===== src/wsd_pkg.sv =====
// Shared types and constants of the windowed swing detector.
`timescale 1ns / 1ps
`default_nettype none
package wsd_pkg;

	localparam int THR_BITS       = 16;
	localparam int RUN_BITS       = 8;
	localparam int OPC_BITS       = 2;
	localparam int CFG_INDEX_BITS = 1;
	localparam int CFG_DATA_BITS  = 16;

	localparam logic [THR_BITS-1:0] THR_RESET = 16'd1024;
	localparam logic [RUN_BITS-1:0] RUN_RESET = 8'd1;

	typedef enum logic [OPC_BITS-1:0] {
		OP_PUSH  = 2'd0,
		OP_FILL  = 2'd1,
		OP_CLEAR = 2'd2
	} opcode_t;

	typedef enum logic [CFG_INDEX_BITS-1:0] {
		CFG_SWING_THRESHOLD = 1'd0,
		CFG_REQUIRED_RUN    = 1'd1
	} cfg_index_t;

	typedef struct packed {
		logic shift;
		logic load;
		logic clear;
	} cell_ctrl_t;

endpackage
`default_nettype wire


===== src/wsd_cell.sv =====
// One slot of the sample window: shifts from its neighbor, loads or clears.
`timescale 1ns / 1ps
`default_nettype none
module wsd_cell
	import wsd_pkg::*;
#(
	parameter int SAMPLE_BITS = 16
) (
	input  wire logic                          clk,
	input  wire logic                          arst_n,
	input  wire cell_ctrl_t                    ctrl,
	input  wire logic signed [SAMPLE_BITS-1:0] shift_in,
	input  wire logic signed [SAMPLE_BITS-1:0] fill_value,
	output logic signed [SAMPLE_BITS-1:0]      value
);

	logic signed [SAMPLE_BITS-1:0] value_q;

	always_ff @(posedge clk or negedge arst_n) begin
		if (!arst_n) begin
			value_q <= '0;
		end else if (ctrl.clear) begin
			value_q <= '0;
		end else if (ctrl.load) begin
			value_q <= fill_value;
		end else if (ctrl.shift) begin
			value_q <= shift_in;
		end
	end

	assign value = value_q;

endmodule
`default_nettype wire


===== src/wsd_skid.sv =====
// Output register with a skid stage for the result channel.
`timescale 1ns / 1ps
`default_nettype none
module wsd_skid #(
	parameter int WIDTH = 27
) (
	input  wire logic             clk,
	input  wire logic             arst_n,
	input  wire logic             in_valid,
	output logic                  in_ready,
	input  wire logic [WIDTH-1:0] in_data,
	output logic                  out_valid,
	input  wire logic             out_ready,
	output logic [WIDTH-1:0]      out_data
);

	logic             main_valid_q;
	logic             skid_valid_q;
	logic [WIDTH-1:0] main_q;
	logic [WIDTH-1:0] skid_q;
	logic             take;
	logic             acc;

	assign in_ready  = !skid_valid_q;
	assign out_valid = main_valid_q;
	assign out_data  = main_q;
	assign take      = main_valid_q & out_ready;
	assign acc       = in_valid & !skid_valid_q;

	always_ff @(posedge clk or negedge arst_n) begin
		if (!arst_n) begin
			main_valid_q <= 1'b0;
			skid_valid_q <= 1'b0;
		end else if (skid_valid_q) begin
			if (take) begin
				skid_valid_q <= 1'b0;
			end
		end else if (acc) begin
			if (!main_valid_q || take) begin
				main_valid_q <= 1'b1;
			end else begin
				skid_valid_q <= 1'b1;
			end
		end else if (take) begin
			main_valid_q <= 1'b0;
		end
	end

	always_ff @(posedge clk) begin
		if (skid_valid_q && take) begin
			main_q <= skid_q;
		end else if (acc && (!main_valid_q || take)) begin
			main_q <= in_data;
		end
		if (acc && main_valid_q && !take) begin
			skid_q <= in_data;
		end
	end

endmodule
`default_nettype wire


===== src/windowed_swing_detector_core.sv =====
// Top level of the windowed swing detector.
//
// Input channel (in_valid/in_ready) carries an opcode and a signed sample:
// push a sample, fill every window slot with the sample, or clear the window.
// Each transaction produces exactly one result transaction on the output
// channel (out_valid/out_ready): fire, window_full, fill_count, window_sum.
// The configuration channel (cfg_valid/cfg_ready) writes swing_threshold at
// index 0 and required_run at index 1; it is always ready and should only be
// used while no results are outstanding.
// Results are registered in the output stage. One item is taken per cycle
// while in_ready is high: the shift of the cell chain, the running-sum
// update and the deviation compare all complete in the cycle of acceptance.
// A skid stage behind the output register lets one further item be taken
// while a result is stalled; in_ready drops only when both are occupied.
// Reset empties the window, zeroes the sum, fill count and run counter,
// and restores the register defaults (threshold 1024, run length 1).
`timescale 1ns / 1ps
`default_nettype none
module windowed_swing_detector_core
	import wsd_pkg::*;
#(
	parameter int WINDOW      = 16,
	parameter int SAMPLE_BITS = 16,
	localparam int LOGW       = $clog2(WINDOW),
	localparam int SUM_BITS   = SAMPLE_BITS + LOGW,
	localparam int CNT_BITS   = $clog2(WINDOW + 1)
) (
	input  wire logic                          clk,
	input  wire logic                          arst_n,
	input  wire logic                          cfg_valid,
	output logic                               cfg_ready,
	input  wire logic [CFG_INDEX_BITS-1:0]     cfg_index,
	input  wire logic [CFG_DATA_BITS-1:0]      cfg_data,
	input  wire logic                          in_valid,
	output logic                               in_ready,
	input  wire logic [OPC_BITS-1:0]           opcode,
	input  wire logic signed [SAMPLE_BITS-1:0] sample,
	output logic                               out_valid,
	input  wire logic                          out_ready,
	output logic                               fire,
	output logic                               window_full,
	output logic [CNT_BITS-1:0]                fill_count,
	output logic signed [SUM_BITS-1:0]         window_sum
);

	localparam int DIFF_BITS = SUM_BITS + 1;
	localparam int LIM_BITS  = THR_BITS + LOGW;
	localparam int CMP_BITS  = (DIFF_BITS > LIM_BITS) ? DIFF_BITS : LIM_BITS;
	localparam int RES_BITS  = 2 + CNT_BITS + SUM_BITS;

	localparam logic signed [SUM_BITS-1:0] WIN_S    = SUM_BITS'(WINDOW);
	localparam logic [CNT_BITS-1:0]        WIN_CNT  = CNT_BITS'(WINDOW);
	localparam logic [CMP_BITS-1:0]        WIN_CMP  = CMP_BITS'(WINDOW);

	logic [THR_BITS-1:0]               thr_q;
	logic [RUN_BITS-1:0]               need_q;
	logic signed [SUM_BITS-1:0]        sum_q;
	logic [CNT_BITS-1:0]               count_q;
	logic [RUN_BITS-1:0]               run_q;

	logic signed [SAMPLE_BITS-1:0]     cell_val [WINDOW];
	cell_ctrl_t                        cell_ctrl;

	logic                              acc;
	logic signed [SUM_BITS-1:0]        s_ext;
	logic signed [SUM_BITS-1:0]        tail_ext;
	logic signed [SUM_BITS-1:0]        push_sum;
	logic signed [SUM_BITS-1:0]        fill_sum;
	logic [CNT_BITS-1:0]               push_cnt;
	logic                              push_full;
	logic signed [DIFF_BITS-1:0]       diff;
	logic [DIFF_BITS-1:0]              mag;
	logic [CMP_BITS-1:0]               limit;
	logic                              big;
	logic [RUN_BITS-1:0]               run_inc;
	logic [RUN_BITS-1:0]               need;
	logic                              fire_push;
	logic [RUN_BITS-1:0]               push_run;

	logic signed [SUM_BITS-1:0]        sum_d;
	logic [CNT_BITS-1:0]               count_d;
	logic [RUN_BITS-1:0]               run_d;
	logic                              fire_d;
	logic [RES_BITS-1:0]               res_data;
	logic [RES_BITS-1:0]               out_data;

	// Configuration registers.
	assign cfg_ready = 1'b1;

	always_ff @(posedge clk or negedge arst_n) begin
		if (!arst_n) begin
			thr_q  <= THR_RESET;
			need_q <= RUN_RESET;
		end else if (cfg_valid && cfg_ready) begin
			case (cfg_index_t'(cfg_index))
				CFG_SWING_THRESHOLD: thr_q  <= cfg_data[THR_BITS-1:0];
				CFG_REQUIRED_RUN:    need_q <= cfg_data[RUN_BITS-1:0];
				default: begin
				end
			endcase
		end
	end

	assign acc = in_valid & in_ready;

	// Chain of cells: cell 0 holds the newest sample, the last cell the oldest.
	for (genvar i = 0; i < WINDOW; i++) begin : g_cell
		if (i == 0) begin : g_head
			wsd_cell #(
				.SAMPLE_BITS(SAMPLE_BITS)
			) u_cell (
				.clk       (clk),
				.arst_n    (arst_n),
				.ctrl      (cell_ctrl),
				.shift_in  (sample),
				.fill_value(sample),
				.value     (cell_val[i])
			);
		end else begin : g_body
			wsd_cell #(
				.SAMPLE_BITS(SAMPLE_BITS)
			) u_cell (
				.clk       (clk),
				.arst_n    (arst_n),
				.ctrl      (cell_ctrl),
				.shift_in  (cell_val[i-1]),
				.fill_value(sample),
				.value     (cell_val[i])
			);
		end
	end

	// Push path: sum update, then the deviation test against the new mean.
	assign s_ext     = SUM_BITS'(sample);
	assign tail_ext  = SUM_BITS'(cell_val[WINDOW-1]);
	assign push_sum  = sum_q - tail_ext + s_ext;
	assign fill_sum  = s_ext * WIN_S;
	assign push_cnt  = (count_q < WIN_CNT) ? count_q + CNT_BITS'(1) : count_q;
	assign push_full = (push_cnt == WIN_CNT);
	assign diff      = DIFF_BITS'(fill_sum) - DIFF_BITS'(push_sum);
	assign mag       = diff[DIFF_BITS-1] ? DIFF_BITS'(-diff) : DIFF_BITS'(diff);
	assign limit     = CMP_BITS'(thr_q) * WIN_CMP;
	assign big       = (CMP_BITS'(mag) > limit);
	assign run_inc   = run_q + RUN_BITS'(1);
	assign need      = (need_q == '0) ? RUN_BITS'(1) : need_q;
	assign fire_push = push_full & big & (run_inc >= need);

	always_comb begin
		if (!push_full) begin
			push_run = run_q;
		end else if (big && !fire_push) begin
			push_run = run_inc;
		end else begin
			push_run = '0;
		end
	end

	always_comb begin
		sum_d     = sum_q;
		count_d   = count_q;
		run_d     = run_q;
		fire_d    = 1'b0;
		cell_ctrl = '0;
		case (opcode_t'(opcode))
			OP_PUSH: begin
				sum_d           = push_sum;
				count_d         = push_cnt;
				run_d           = push_run;
				fire_d          = fire_push;
				cell_ctrl.shift = acc;
			end
			OP_FILL: begin
				sum_d          = fill_sum;
				count_d        = WIN_CNT;
				run_d          = '0;
				cell_ctrl.load = acc;
			end
			OP_CLEAR: begin
				sum_d           = '0;
				count_d         = '0;
				run_d           = '0;
				cell_ctrl.clear = acc;
			end
			default: begin
			end
		endcase
	end

	always_ff @(posedge clk or negedge arst_n) begin
		if (!arst_n) begin
			sum_q   <= '0;
			count_q <= '0;
			run_q   <= '0;
		end else if (acc) begin
			sum_q   <= sum_d;
			count_q <= count_d;
			run_q   <= run_d;
		end
	end

	assign res_data = {fire_d, (count_d == WIN_CNT), count_d, sum_d};

	wsd_skid #(
		.WIDTH(RES_BITS)
	) u_skid (
		.clk      (clk),
		.arst_n   (arst_n),
		.in_valid (in_valid),
		.in_ready (in_ready),
		.in_data  (res_data),
		.out_valid(out_valid),
		.out_ready(out_ready),
		.out_data (out_data)
	);

	assign fire        = out_data[RES_BITS-1];
	assign window_full = out_data[RES_BITS-2];
	assign fill_count  = out_data[SUM_BITS +: CNT_BITS];
	assign window_sum  = out_data[SUM_BITS-1:0];

endmodule
`default_nettype wire


===== config.mk =====
export PLATFORM = sky130hd
export DESIGN_NAME = windowed_swing_detector_core
export DESIGN_NICKNAME = d
export VERILOG_FILES = /design/src/wsd_pkg.sv /design/src/wsd_cell.sv /design/src/wsd_skid.sv /design/src/windowed_swing_detector_core.sv
export SDC_FILE = /design/constraint.sdc
export NUM_CORES = 1
export LEC_CHECK = 0
export BUFFER_PORTS_ARGS = -buffer_cell sky130_fd_sc_hd__buf_2
export CAP_MARGIN = 20
export CORE_MARGIN = 2
export CORE_UTILIZATION = 35
export CTS_CLUSTER_SIZE = 25
export DETAILED_ROUTE_END_ITERATION = 8
export PLACE_DENSITY = 0.51
export SLEW_MARGIN = 40
export SYNTH_ARGS = -nofsm -noshare
export SYNTH_HDL_FRONTEND = slang
export SYNTH_SLANG_ARGS = --single-unit

===== constraint.sdc =====
create_clock -name clk -period 7.5 [get_ports clk]
set_input_delay 1.125 -clock clk [delete_from_list [all_inputs] [get_ports clk]]
set_output_delay 1.125 -clock clk [all_outputs]
set_load 0.01 [all_outputs]

# Word level (Yosys, flattened, before mapping)
# Index checks and enable logic that the tools add are counted.
[op_classes] order_cmp=3 n_eq_ne=6 n_bitwise=6 n_mux=69 add_sub_neg=6 reduce_logical=21
[op_table] cell="16-bit two-way mux" n=48
[op_table] cell="20-bit one-hot mux with 3 select lines" n=1
[op_table] cell="27-bit two-way mux" n=2
[op_table] cell="8-bit two-way mux" n=3
[op_table] cell="21-bit by 20-bit > comparator with 1-bit output" n=1
[op_table] cell="21-bit two-way mux" n=1
[op_table] cell="21-bit negation" n=1
[op_table] cell="20-bit by 20-bit subtractor with 21-bit output" n=1
[op_table] cell="20-bit by 16-bit adder with 20-bit output" n=1
[op_table] cell="20-bit by 16-bit subtractor with 20-bit output" n=1
[op_table] cell="8-bit one-hot mux with 2 select lines" n=1
[op_table] cell="5-bit one-hot mux with 3 select lines" n=1
[op_table] cell="1-bit two-way mux" n=11
[op_table] cell="5-bit equality test (second input constant)" n=2
[op_table] cell="8-bit by 1-bit adder with 8-bit output (second input constant)" n=1
[op_table] cell="8-bit >= comparator" n=1
[op_table] cell="8-bit logical NOT" n=1
[op_table] cell="3-bit AND reduction" n=2
[op_table] cell="2-bit nonzero test" n=3
[op_table] cell="5-bit by 1-bit adder with 5-bit output (second input constant)" n=1
[op_table] cell="1-bit logical AND" n=5
[op_table] cell="5-bit < comparator (second input constant)" n=1
[op_table] cell="5-bit two-way mux" n=1
[op_table] cell="1-bit AND" n=4
[op_table] cell="10 further kinds" n=16
[word_totals] word_cells=136 reg_bits=369

# Longest topological paths before layout
[logic_depth] word_depth=13 ltp_mapped=36

# Hierarchy
# From an unflattened synthesis, not the netlist that was laid out.
[hier_totals] hier_cells=2012 hier_area_um2=22683.0
[by_module_without_submodules] module="wsd_cell" area_per_inst_um2=885.8 cells_per_inst=71 instances=16
[by_module_without_submodules] module="windowed_swing_detector_core" area_per_inst_um2=6366.1 cells_per_inst=780 instances=1
[by_module_without_submodules] module="wsd_skid" area_per_inst_um2=2143.3 cells_per_inst=96 instances=1

# Least setup slack after synthesis
# No wires, ideal clock.
[synth_timing] path_kind="input to register" start="input sample[2]" end="register u_skid.main_q[26] (netlist: u_skid.out_data[26]), data pin" path_slack_ps=172 arrival_ps=7059 n_path_buf=1 t_required_ps=7231 path_stages=31 cell_sequence="inv_1 -> fa_1 -> inv_1 -> ha_1 -> nor2b_1 -> o21a_1 -> o21ai_0 -> a21oi_1 -> o31ai_1 -> nand2_1 -> a31oi_1 -> xor2_1 -> ha_1 -> buf_2 -> a21oi_1 -> o21ai_0 -> o211a_1 -> or3_1 -> o21a_1 -> a211o_1 -> and3_2 -> a21oi_1 -> xor2_1 -> ha_1 -> nand4_1 -> nor3_1 -> nand3_1 -> nor4_1 -> a211oi_4 -> nor2_4 -> o41ai_2"
[synth_between] elab_chain_cells=10
[synth_rtl] item="start, declared" line="windowed_swing_detector_core.sv:37" source="input wire logic signed [SAMPLE_BITS-1:0] sample,"
[synth_rtl] item="20-bit by 16-bit adder with 20-bit output" line="windowed_swing_detector_core.sv:136" source="assign push_sum = sum_q - tail_ext + s_ext;"
[synth_rtl] item="20-bit by 20-bit subtractor with 21-bit output *" line="windowed_swing_detector_core.sv:140" source="assign diff = DIFF_BITS'(fill_sum) - DIFF_BITS'(push_sum);"
[synth_rtl] item="21-bit negation" line="windowed_swing_detector_core.sv:141" source="assign mag = diff[DIFF_BITS-1] ? DIFF_BITS'(-diff) : DIFF_BITS'(diff);"
[synth_rtl] item="21-bit two-way mux *" line="windowed_swing_detector_core.sv:141"
[synth_rtl] item="21-bit by 20-bit > comparator with 1-bit output *" line="windowed_swing_detector_core.sv:143" source="assign big = (CMP_BITS'(mag) > limit);"
[synth_rtl] item="1-bit AND * (2 in series)" line="windowed_swing_detector_core.sv:146" source="assign fire_push = push_full & big & (run_inc >= need);"
[synth_rtl] item="1-bit two-way mux *" line="windowed_swing_detector_core.sv:164" source="case (opcode_t'(opcode))"
[synth_rtl] item="27-bit two-way mux *" line="wsd_skid.sv:52" source="end else if (acc && (!main_valid_q || take)) begin"
[synth_rtl] item="27-bit two-way mux *" line="wsd_skid.sv:50" source="if (skid_valid_q && take) begin"
[synth_rtl] item="end signal, assigned" line="wsd_skid.sv:51" source="main_q <= skid_q;"
[synth_rtl] item="end signal, assigned" line="wsd_skid.sv:53" source="main_q <= in_data;"
[synth_rtl] item="end, declared" line="wsd_skid.sv:19" source="logic [WIDTH-1:0] main_q;"
# Every way passes the cells marked *; elsewhere a longest branch is shown, timed or not. The select of a mux whose other input is x is not followed.
# A chain may end at the register's enable or synchronous reset.

# Worst setup path in the final report
# Same ends and word-level chain as after synthesis.

==> summary.txt <==
CTS
  • Clock latency on the worst-skew pair: 0.57 ns
  • H-Tree Depth: 2
  • CTS clock-pin slew for the worst setup and hold paths: 0.06 ns
  • Clk root buf: clkbuf_16
  • TritonCTS clock tree: built
  • TritonCTS sink count: 369
  • Clock buffer depth: 3
  • Total CTS buffers: 41
  • # Post-CTS Setup Buffers: 0

Detailed routing
  • Antenna Nets Post-Route: 0
  • Via-to-Cell Ratio: 5.18
  • Pre-antenna DRT Iters: 5
  • Drt drc: 0
  • Starting DRT DRC Count: 1317
  • Detailed-route via count: 15100
  • WL/cell: 16.1 µm
  • Routed Wire Length: 47000 µm

Floorplanning
  • Die Y-Extent: 238 µm
  • Die area: 56800 µm²
  • I/O pins: 70
  • Die extent in x: 238 µm
  • Core Area: 54000 µm²
  • Initial Utilization: 0.355
  • Std-Cell Rows: 85

Placed design
  • Gpl congestion: 0.894
  • # port buffers: 68
  • Post-DP HPWL: 30700 µm
  • Pre-CTS setup slack: -0.398 ns

Run
  • Max-cap violation count: 0

Logic synthesis
  • Post-synth top area share: 0.408
  • Most common cell in the netlist: nand2_1
  • Register area share after synthesis: 0.495
  • Post-synthesis simple-gate area fraction: 0.127
  • Register bit total from synthesis: 369
  • Mux cell area share after synthesis: 0.0171
  • Xor/xnor share of the synthesized area: 0.0237
  • Synth cell count leaders: nand2_1, o21ai_0, dfrtp_1, a21oi_1, inv_1
  • Synth area leader: dfrtp_1
  • Largest cells by area after synthesis: dfrtp_1, edfxtp_1, o21ai_0
  • Async S/R FF share, synth: 0.854
  • Post-synthesis adder-cell area fraction: 0.0641
  • Ys Warns: 0
  • Synth Instances: 2120
  • Mean post-synth cell area: 9.06 µm²
  • Netlist cell types: 85
  • Synth Flop Type: dfrtp_1
  • Post-synthesis compound-gate area fraction: 0.219
  • Synth Net Count: 2247
  • Main combinational cell family by area after synthesis: compound AO/OA/AOI/OAI gates
  • Number of flops mapped to enable cells by yosys: 54
  • Synth Cell Area: 19200 µm²

Setup path
  • Worst EP required: 7.88 ns
  • Element type at the critical path start: primary input
  • Max FO, Critical Path: 4
  • Crit Path Category: primary input to register
  • Worst path arrival time: 7.39 ns
  • CP most frequent cell: a21oi_1
  • Worst setup EP type: register
  • Crit path max-delay cell type: fa_1
  • Crit-path max cell delay: 0.53 ns

Finish
  • Fill cell count: 5340
  • Share of cells above drive strength 1: 0.140
  • Area of the multi-input gates: 8770 µm²
  • Synth-to-Final Area Change: 15.6%
  • Fin nets: 2308
  • Storage element area: 9510 µm²
  • Post-layout util: 0.411

Global route
  • GR Overflow Total: 0
  • Initial antenna violation count: 2
  • Gr usage total: 0.167
  • Largest net degree at the start of global routing: 154
  • Global-route wire length before repair: 77900 µm
  • Vias in the first global route: 14600

STA
  • Setup ws final: 0.490 ns
  • Slew headroom: 0.487
  • Final setup fails: 0
  • Final hold vios: 0
  • Final Skew: 0.0163 ns
  • Minimum clock period: 7.01 ns
  • RSZ-0062 raised after global routing: false
  • Period utilisation layout: 0.935
  • Peak Freq: 143 MHz
  • Worst-Margin Slew: 0.765 ns
  • Max Slew Vio Count: 0

Status
  • Outcome: finished clean

Hold path
  • Hold Path Class: register to register
## through the flow
stage | cell area [µm²] | hold WS [ns] | TNS [ns] | std cells
5_1_grt | 22200 | 0.488 | 0 | 2910
3_5_place_dp | 20700 | 0.470 | -3.27 | 2833
3_3_place_gp | 20600 | 0.461 | -0.566 | 2830
6_report | 22200 | 0.476 | 0 | 2911
2_1_floorplan | 19200 | 0.449 | 0 | 2120
4_1_cts | 22100 | 0.483 | 0 | 2909
## layer usage
layer | routed length, µm | up-vias | global-route usage
met5 | 0 | - | 0
met1 | 22900 | 7313 | 0.241
met2 | 21300 | 289 | 0.260
met3 | 1990 | 53 | 0.0282
li1 | - | 7427 | -
met4 | 866 | 0 | 0.0428
## cells in the final DEF (no fill, tap or decap), types with 19 or more instances in the layout
cell,count
a21oi_1,298
buf_2,67
buf_4,79
clkbuf_16,42
dfrtp_1,313
edfxtp_1,54
fa_1,19
ha_1,67
inv_1,133
mux2_2,23
nand2_1,364
nor2_1,56
o21ai_0,320
o31ai_1,19
xnor2_1,25
xor2_1,25
## cell families (layout without fill, tap and decap cells)
group,count (synthesis),in the layout
AO/OA/AOI/OAI,754,754
XOR/XNOR,51,51
adder cells (fa/ha/maj),87,87
buffers and inverters,273,367
flip-flops,369,369
multiplexers,29,29
other,1,2
AND/OR/NAND/NOR,556,556
## worst max-delay path, delay by kind of cell
family          cells  cell delay, ns
compound gates     15            2.76
fa+ha+maj           4            1.41
simple gates        7            1.39
buf+inv             4            0.38
xor+xnor            2            0.32
## flip-flops by register name (all words and copies together) (netlist names)
| name | cells |
|---|---|
| sum_q | 20 |
| g_cell.g_body.u_cell.value | 240 |
| thr_q | 16 |
| count_q | 5 |
| run_q | 8 |
| g_cell.g_head.u_cell.value | 16 |
| u_skid.skid_q | 27 |
| u_skid.out_data | 27 |
| u_skid.out_valid | 1 |
| u_skid.skid_valid_q | 1 |
| need_q | 8 |
## path summary, 6_finish.rpt
kind                                              startpoint                          endpoint  slack (ns)  cells past startpoint
max in group asynchronous                             arst_n                         sum_q[14]        5.71                      3
min                         g_cell[0].g_head.u_cell.value[6]  g_cell[0].g_head.u_cell.value[6]        0.48                      2
min in group asynchronous                             arst_n                          run_q[3]        0.52                      1
max                                                sample[2]               u_skid.out_data[26]        0.49                     32
max reg2reg                g_cell[15].g_body.u_cell.value[2]               u_skid.out_data[26]        0.79                     30
min reg2reg                 g_cell[0].g_head.u_cell.value[6]  g_cell[0].g_head.u_cell.value[6]        0.48                      2
## area by class of cell
cell class	instances	area share
sequential	369	0.428
multi-input combinational	1478	0.395
clock buffer	59	0.0538
timing repair buffer	157	0.0519
inverter	134	0.0227
clock inverter	17	0.00862
tap	696	0.0392
antenna	1	0.000113
## timing repair
| action | in CTS | in global routing |
|---|---|---|
| endpoints found under the hold margin | 0 | 0 |
| setup endpoints to repair | 0 | 10 |
| gates resized for setup | 0 | 11 |
| hold buffers | 0 | 0 |
Power is not shown: default switching activity piles up to over one toggle a cycle in this logic, so the estimate is an artifact.
